[src/hw/rtl/mxt_pkg.sv]
// Shared constants and types of the maximum subarray XOR trie block.
`default_nettype none

package mxt_pkg;

	localparam int DATA_W         = 32;
	localparam int KEY_BITS_DEF   = 32;
	localparam int NODE_COUNT_DEF = 32768;

	typedef enum logic [2:0] {
		WS_IDLE,
		WS_QUERY,
		WS_INSERT,
		WS_ALLOC,
		WS_LEAF,
		WS_DONE
	} walk_state_t;

	typedef struct packed {
		logic start;
		logic restart;
	} walk_cmd_t;

	typedef struct packed {
		logic idle;
		logic done;
		logic overflow;
	} walk_stat_t;

endpackage

`default_nettype wire

[src/hw/rtl/mxt_walker.sv]
// Trie walk sequencer: greedy query walk, then insert walk with node allocation.
`default_nettype none

module mxt_walker #(
	parameter int KEY_BITS   = 32,
	parameter int NODE_COUNT = 32768,
	parameter int NW         = $clog2(NODE_COUNT)
) (
	input  wire logic                clk,
	input  wire logic                arst_n,
	input  wire mxt_pkg::walk_cmd_t  cmd,
	input  wire logic [KEY_BITS-1:0] key,
	input  wire logic                drain_ok,
	output mxt_pkg::walk_stat_t      stat,
	output logic      [KEY_BITS-1:0] acc,
	output logic                     mem_rd,
	output logic                     mem_we,
	output logic      [NW-1:0]       mem_addr,
	output logic      [2*NW-1:0]     mem_wdata,
	input  wire logic [2*NW-1:0]     mem_rdata
);

	import mxt_pkg::*;

	localparam int LW = $clog2(KEY_BITS);
	localparam logic [NW:0] POOL_END = (NW+1)'(NODE_COUNT);

	walk_state_t       state_q, state_d;
	logic [LW-1:0]     lvl_q;
	logic [NW-1:0]     node_q;
	logic [KEY_BITS-1:0] acc_q, key_q;
	logic [NW:0]       next_free_q;
	logic              ovf_q;
	logic [NW-1:0]     root_z_q, root_o_q;

	logic              at_root, cur_bit, last_lvl, pool_full;
	logic [NW-1:0]     cz, co, same, opp, nf;

	// Step controls from the combinational block
	logic              lvl_load, lvl_dec, node_load, acc_set, alloc, set_ovf, root_wr;
	logic [NW-1:0]     node_d;

	assign at_root   = (node_q == '0);
	assign cz        = at_root ? root_z_q : mem_rdata[NW-1:0];
	assign co        = at_root ? root_o_q : mem_rdata[2*NW-1:NW];
	assign cur_bit   = key_q[lvl_q];
	assign same      = cur_bit ? co : cz;
	assign opp       = cur_bit ? cz : co;
	assign last_lvl  = (lvl_q == '0);
	assign pool_full = (next_free_q >= POOL_END);
	assign nf        = next_free_q[NW-1:0];

	always_comb begin
		state_d   = state_q;
		lvl_load  = 1'b0;
		lvl_dec   = 1'b0;
		node_load = 1'b0;
		node_d    = '0;
		acc_set   = 1'b0;
		alloc     = 1'b0;
		set_ovf   = 1'b0;
		root_wr   = 1'b0;
		mem_rd    = 1'b0;
		mem_we    = 1'b0;
		mem_addr  = node_q;
		mem_wdata = '0;
		case (state_q)
			WS_IDLE: begin
				if (cmd.start) begin
					state_d = WS_QUERY;
				end
			end
			WS_QUERY: begin
				// prefer the opposite bit, fall back to the same bit, stop on a dead end
				if (opp != '0 || same != '0) begin
					acc_set = (opp != '0);
					node_d  = (opp != '0) ? opp : same;
				end
				if ((opp != '0 || same != '0) && !last_lvl) begin
					mem_rd    = 1'b1;
					mem_addr  = node_d;
					node_load = 1'b1;
					lvl_dec   = 1'b1;
				end else begin
					node_load = 1'b1;
					node_d    = '0;
					lvl_load  = 1'b1;
					state_d   = WS_INSERT;
				end
			end
			WS_INSERT: begin
				if (same != '0) begin
					if (last_lvl) begin
						state_d = WS_DONE;
					end else begin
						mem_rd    = 1'b1;
						mem_addr  = same;
						node_load = 1'b1;
						node_d    = same;
						lvl_dec   = 1'b1;
					end
				end else if (pool_full) begin
					set_ovf = 1'b1;
					state_d = WS_DONE;
				end else begin
					// hook a fresh node under the existing parent
					alloc     = 1'b1;
					root_wr   = at_root;
					mem_we    = !at_root;
					mem_wdata = cur_bit ? {nf, cz} : {co, nf};
					node_load = 1'b1;
					node_d    = nf;
					lvl_dec   = !last_lvl;
					state_d   = last_lvl ? WS_LEAF : WS_ALLOC;
				end
			end
			WS_ALLOC: begin
				// node is fresh: both children absent until written here
				mem_we = 1'b1;
				if (pool_full) begin
					set_ovf = 1'b1;
					state_d = WS_DONE;
				end else begin
					alloc     = 1'b1;
					mem_wdata = cur_bit ? {nf, {NW{1'b0}}} : {{NW{1'b0}}, nf};
					node_load = 1'b1;
					node_d    = nf;
					lvl_dec   = !last_lvl;
					state_d   = last_lvl ? WS_LEAF : WS_ALLOC;
				end
			end
			WS_LEAF: begin
				mem_we  = 1'b1;
				state_d = WS_DONE;
			end
			WS_DONE: begin
				if (drain_ok) begin
					state_d = WS_IDLE;
				end
			end
			default: begin
				state_d = WS_IDLE;
			end
		endcase
	end

	always_ff @(posedge clk or negedge arst_n) begin
		if (!arst_n) begin
			state_q <= WS_IDLE;
		end else begin
			state_q <= state_d;
		end
	end

	always_ff @(posedge clk or negedge arst_n) begin
		if (!arst_n) begin
			next_free_q <= (NW+1)'(1);
			ovf_q       <= 1'b0;
			root_z_q    <= '0;
			root_o_q    <= '0;
		end else begin
			if (state_q == WS_IDLE && cmd.start && cmd.restart) begin
				next_free_q <= (NW+1)'(1);
				ovf_q       <= 1'b0;
				root_z_q    <= '0;
				root_o_q    <= '0;
			end else begin
				if (alloc) begin
					next_free_q <= next_free_q + (NW+1)'(1);
				end
				if (set_ovf) begin
					ovf_q <= 1'b1;
				end
				if (root_wr) begin
					if (cur_bit) begin
						root_o_q <= nf;
					end else begin
						root_z_q <= nf;
					end
				end
			end
		end
	end

	always_ff @(posedge clk) begin
		if (state_q == WS_IDLE && cmd.start) begin
			key_q  <= key;
			acc_q  <= '0;
			node_q <= '0;
			lvl_q  <= LW'(KEY_BITS - 1);
		end else begin
			if (acc_set) begin
				acc_q[lvl_q] <= 1'b1;
			end
			if (node_load) begin
				node_q <= node_d;
			end
			if (lvl_load) begin
				lvl_q <= LW'(KEY_BITS - 1);
			end else if (lvl_dec) begin
				lvl_q <= lvl_q - LW'(1);
			end
		end
	end

	assign acc           = acc_q;
	assign stat.idle     = (state_q == WS_IDLE);
	assign stat.done     = (state_q == WS_DONE);
	assign stat.overflow = ovf_q;

endmodule

`default_nettype wire
[config.mk]
export PLATFORM = sky130hd
export DESIGN_NAME = mxt_walker
export DESIGN_NICKNAME = d
export VERILOG_FILES = /design/src/hw/rtl/mxt_pkg.sv /design/src/hw/rtl/mxt_walker.sv
export SDC_FILE = /design/constraint.sdc
export NUM_CORES = 1
export LEC_CHECK = 0
export ABC_AREA = 1
export BUFFER_PORTS_ARGS = -buffer_cell sky130_fd_sc_hd__buf_2
export CORE_MARGIN = 8
export CORE_UTILIZATION = 30
export CTS_CLUSTER_DIAMETER = 80
export CTS_CLUSTER_SIZE = 8
export DETAILED_ROUTE_END_ITERATION = 10
export GPL_ROUTABILITY_DRIVEN = 0
export HOLD_SLACK_MARGIN = 0.03
export PLACE_DENSITY = 0.59
export SLEW_MARGIN = 20
export SYNTH_ARGS = -nofsm -noshare
export SYNTH_HDL_FRONTEND = slang
export SYNTH_SLANG_ARGS = --single-unit
export TNS_END_PERCENT = 100
[constraint.sdc]
create_clock -name clk -period 6.05 [get_ports clk]
set_clock_uncertainty 0.1 [all_clocks]
set_input_delay 0.3025 -clock clk [delete_from_list [all_inputs] [get_ports clk]]
set_output_delay 0.3025 -clock clk [all_outputs]
set_load 0.02 [all_outputs]
# Word level (Yosys, flattened, before mapping)

Cells that the tools add are included.
Widths: inputs -> output; s select.

Add/subtract/negate cells: 2
Reduce and logical (&&, ||, !) cells: 21
Shift-type cells: 0
Muxes and demuxes: 68
Order comparisons: 3
Bitwise operators: 1
Multiply operators: 0
Div/mod/pow operators: 0
Equal/unequal tests: 10

Operators by type and width:

| kind                  | number |
|---|---|
| $mux 15               | 19 |
| $mux 30               | 5 |
| $pmux 30 s2           | 1 |
| $pmux 15 s3           | 1 |
| $mux 16               | 2 |
| $or 32x32->32         | 1 |
| $pmux 15 s2           | 1 |
| $reduce_bool 15->1    | 2 |
| $mux 1                | 23 |
| $mux 3                | 7 |
| $pmux 3 s6            | 1 |
| $add 16x1->16 const B | 1 |
| $ge 16x16->1 const B  | 1 |
| $logic_not 15->1      | 1 |
| $pmux 1 s2            | 4 |
| $reduce_bool 2->1     | 4 |
| $eq 3x2->1 const B    | 2 |
| $eq 3x3->1 const B    | 2 |
| $lt 5x6->1 const B    | 1 |
| $ne 2x2->1 const B    | 3 |
| $pmux 1 s3            | 2 |
| $bmux 1 s5            | 1 |
| $demux 1 s5           | 1 |
| $ge 5x1->1 const B    | 1 |
| 12 further kinds      | 18 |

Bits in latches: 0
Input bits: 67
Memory bits (writable): 0
Output and inout port bits: 82
Memory bits (read-only): 0
Memories kept: 0
Bits in registers: 134

# Longest topological paths before layout

Depth in word-level cells: 9
Gate-level depth with buffers: 25

# Least setup slack after synthesis

Ideal clock, no wire load.

Kind: flip-flop to output port
Start: register lvl_q[0]
End: output mem_addr[12]
Arrival time: 2.620 ns
Path slack: 3.028 ns
Stages on the path, launching flop included: 23
Cells stage by stage: dfxtp_1 buf_4 inv_4 buf_6 nand2_1 nand3_1 nand2_1 nand2_1 nand2_1 nor2_4 buf_4 buf_4 nand3_1 nand2_1 nand2_1 nor2_1 nand2_1 o21ai_2 nand2_2 buf_6 o21ai_2 nand2_1 nand2_1

Word-level cells in the longest chain between the ends: 8
Elaborated cells on any way between the ends: 16
Those cells by class: 10 x mux; 6 x reduce/logical

Ends and longest elaborated chain:

| element                                      | RTL line                                             | RTL |
|---|---|---|
| from (decl)                                  | mxt_walker.sv:29                                     | `logic [LW-1:0] lvl_q;` |
| from (signal assigned)                       | mxt_walker.sv:190                                    | `lvl_q <= LW'(KEY_BITS - 1);` |
| from (signal assigned)                       | mxt_walker.sv:199                                    | `lvl_q <= LW'(KEY_BITS - 1);` |
| from (signal assigned)                       | mxt_walker.sv:201                                    | `lvl_q <= lvl_q - LW'(1);` |
| $bmux 1 s5                                   | mxt_walker.sv:46                                     | `assign cur_bit = key_q[lvl_q];` |
| $mux 1 (not written as such)                 | mxt_walker.sv:46                                     |  |
| $mux 15 (on tied branches)                   | mxt_walker.sv:48, mxt_walker.sv:47                   |  |
| $reduce_bool 15->1 (on tied branches)        | -                                                    |  |
| $mux 15 or $logic_or 1x1->1 (tied branches)  | mxt_walker.sv:77, mxt_walker.sv:75, mxt_walker.sv:79 |  |
| $mux 15 or $logic_and 1x1->1 (tied branches) | mxt_walker.sv:75, mxt_walker.sv:79                   |  |
| $mux 15                                      | mxt_walker.sv:79                                     | `if ((opp != '0 \|\| same != '0) && !last_lvl) begin` |
| $pmux 15 s2 *                                | mxt_walker.sv:67                                     | `case (state_q)` |
| to (decl)                                    | mxt_walker.sv:18                                     | `output logic [NW-1:0] mem_addr,` |

Every way passes the cells marked *; elsewhere a longest branch is shown, timed or not. The select of a mux whose other input is x is not followed.

# Worst setup path after layout

Start: register lvl_q[0]
End: output mem_addr[7]

The elaborated chain is that of the path after synthesis.

==> results.ini <==
[clock_tree]
clock_latency_ps=440
cts.htree.levels=4
cts_made_buffers=17
cts.path.max_buffers=2
cts.sinks=134
post_cts_resized=0
cts.clk_slew.worst_paths_ps=70
cts_tree=yes
hold_buffers=33
cts_setup_buffers=0
cts_root_buf=clkbuf_16

[global_route]
gr-max-usage-layer=met2
use_met3=0.0386
track_usage=0.174
antenna_found_initial=1
grt_use_met1=0.212
grt_pass1_vias=9139
grt_pass1_wl_um=49700
grt.met2_usage=0.293
grt_overflow=0
grt_max_degree=66

[timing]
worst_pin_slew_ps=883
period_needed_ps=5170
finalWorstSetupSlack_ps=882
timing.hold.ws_ps=82.2
relSlewSlack=0.411
slew_viol_final=0
rsz0062_at_grt=false
finalCritPeriodShare=0.854
timing.fmax_mhz=193
fin_setup_tns_ps=0
hold_viol_final=0
setup_viol=0

[critical_path]
r2r_setup_slack_ps=1570
worst_path_max_delay_cell=dfxtp_1
critPathMaxStageDelay_ps=780
r2r_end=state_q[0]
critical_path.startpoint=lvl_q[0]
critPathMaxFanout=61
cp.depth=20
ff2ff_path_depth=20
endpoint=mem_addr[7]
crit_arrival_ps=4770
path_buf_inv=3
critPathTopFamily=simple AND/OR/NAND/NOR gates
path_cells=inv_4 > nand2_1 > nand3_1 > nand2_1 > nand2_1 > nand2_1 > nor2_4 > nand2_4 > inv_2 > nand2_1 > nand2_1 > nand3_1 > nor2_1 > nand2_1 > nand2_1 > nand2_2 > nand2_2 > nand2_1 > nand3_1 > buf_2
path_class=reg2out
start_kind=flop
crit_required_ps=5650
r2r-start=lvl_q[0]
worstSetupEndpointType=primary output
critPathMostFrequentCell=nand2_1

[finish]
final_util=0.366
num-fill-cells=3185
drive_gt1_frac=0.151
seq_area_sq_mm=0.00325
multi_input_area_sq_mm=0.00444
final_cells=1951
design_area_sq_mm=0.0108
nNetsFinal=1621
syn2layout_area_growth_pct=21.2
num_antenna_cells=0

[power]
p_int_mw=2.88
clkPwrFrac=0.169
pwr-share-seq=0.218
power.density_mw_per_mm2=599
comb_power_share=0.613
peakVddDrop_mv=0.426
leakagePower_nw=5.68
p_total_mw=6.45
p_sw_mw=3.56
p_sw_frac=0.553

[route]
vias_per_cell=4.92
dr.first_iter.drc_count=1099
ant_nets=0
wl_um=31400
drtPass1Iterations=6
vias=9598
drcViolationCount=0
wl_per_cell_um=16.1

[yosys]
synth_edf_count=32
syn_area_sq_mm=0.00887
yosys_warnings=0
synth-async-reset-ratio=0.373
synth-seq-cells=134
synth_top_cell_by_area=nand2_1
syn-num-nets=1477
synthTopCellsByCount=nand2_1, nand3_1, inv_1
yosysUniqueCellTypes=38
yosys-top-cells-area=nand2_1, dfrtp_1, nand3_1, dfxtp_1, edfxtp_1
syn_avg_cell_area_sq_um=6.32
synth_seq_area_share=0.367
syn_inst=1404
synth.top_cell.area_share=0.181
synthFlopType=dfxtp_1
yosysMostFrequentCell=nand2_1

[floorplanning]
start_util=0.302
fp.dieArea_sq_mm=0.0353
dieHeight_um=188
coreArea_sq_mm=0.0294
num_rows=63
ioPinCount=149
die_x_um=188

[place]
place_inst=1886
io_buffers=148
dp_hpwl_um=22600
dp_slack_ps=1470
dpl_cell_area_sq_mm=0.00982

[hold_path]
hold_class=in2reg

[status]
status=finished, final reports clean

[flow_run]
maxCapViolCount=0

## cell families after synthesis
family	after synthesis	synth area share
AO/OA/AOI/OAI	135	0.0795
XOR/XNOR	7	0.00691
adder cells (fa/ha/maj)	6	0.00846
buffers and inverters	282	0.134
flip-flops	134	0.367
AND/OR/NAND/NOR	840	0.404
## power by group through the flow
stage	clock [mW]	combinational, mW	sequential (mW)
2_1_floorplan	0	2.78	1.45
3_3_place_gp	0	3.88	1.41
3_5_place_dp	0	3.90	1.42
4_1_cts	1.11	3.93	1.40
5_1_grt	1.14	4.37	1.44
6_report	1.09	3.95	1.41
## metal layers
layer | part of all wire | vias to the layer above
met5 | 0.00038 | -
met4 | 0.029 | 2
met3 | 0.069 | 61
met2 | 0.48 | 394
met1 | 0.42 | 4446
li1 | - | 4695
## how the worst min path moves through the flow
stage	start	to	slack, ps	cells past startpoint
3_3_place_gp	acc[11]	acc[11]	340	2
4_1_cts	drain_ok	state_q[2]	80	3
3_5_place_dp	acc[11]	acc[11]	340	2
5_1_grt	drain_ok	state_q[2]	110	3
6_report	drain_ok	state_q[2]	80	3
2_1_floorplan	arst_n	next_free_q[10]	-90	0
## flip-flops by register name, summed over array words and instances (netlist names)
signal / count
acc: 32
key_q: 32
next_free_q: 16
node_q: 15
root_o_q: 15
root_z_q: 15
lvl_q: 5
state_q: 3
ovf_q: 1
## cell type report
type	instances	share of cell area
well taps	390	0.0454
clock inverters	15	0.0165
flip-flops and latches	134	0.303
multi-input cells	988	0.413
inverters	213	0.0746
clock buffers	17	0.0396
repair buffers	194	0.109
## layout by cell type (no fill, tap or decap), types with 6 or more instances in the layout
cell / Yosys / final
clkbuf_16: 0 / 17
dfrtp_1: 49 / 49
o21ai_1: 23 / 23
o21ai_0: 57 / 57
inv_2: 9 / 10
a21oi_1: 43 / 43
xor2_1: 7 / 7
nand2_1: 427 / 427
buf_4: 15 / 13
nand3_2: 12 / 12
dlygate4sd3_1: 0 / 33
dfxtp_1: 52 / 52
nor3_1: 15 / 15
inv_1: 201 / 201
nor2_1: 156 / 153
ha_1: 6 / 6
inv_8: 0 / 7
buf_2: 16 / 148
nand3_1: 209 / 209
edfxtp_1: 32 / 32
## worst min-delay path, stage by stage
cell	delay, ps
buf_2	80
nor3_1	50
o21bai_1	140
Power figures use the tool's default switching activity.
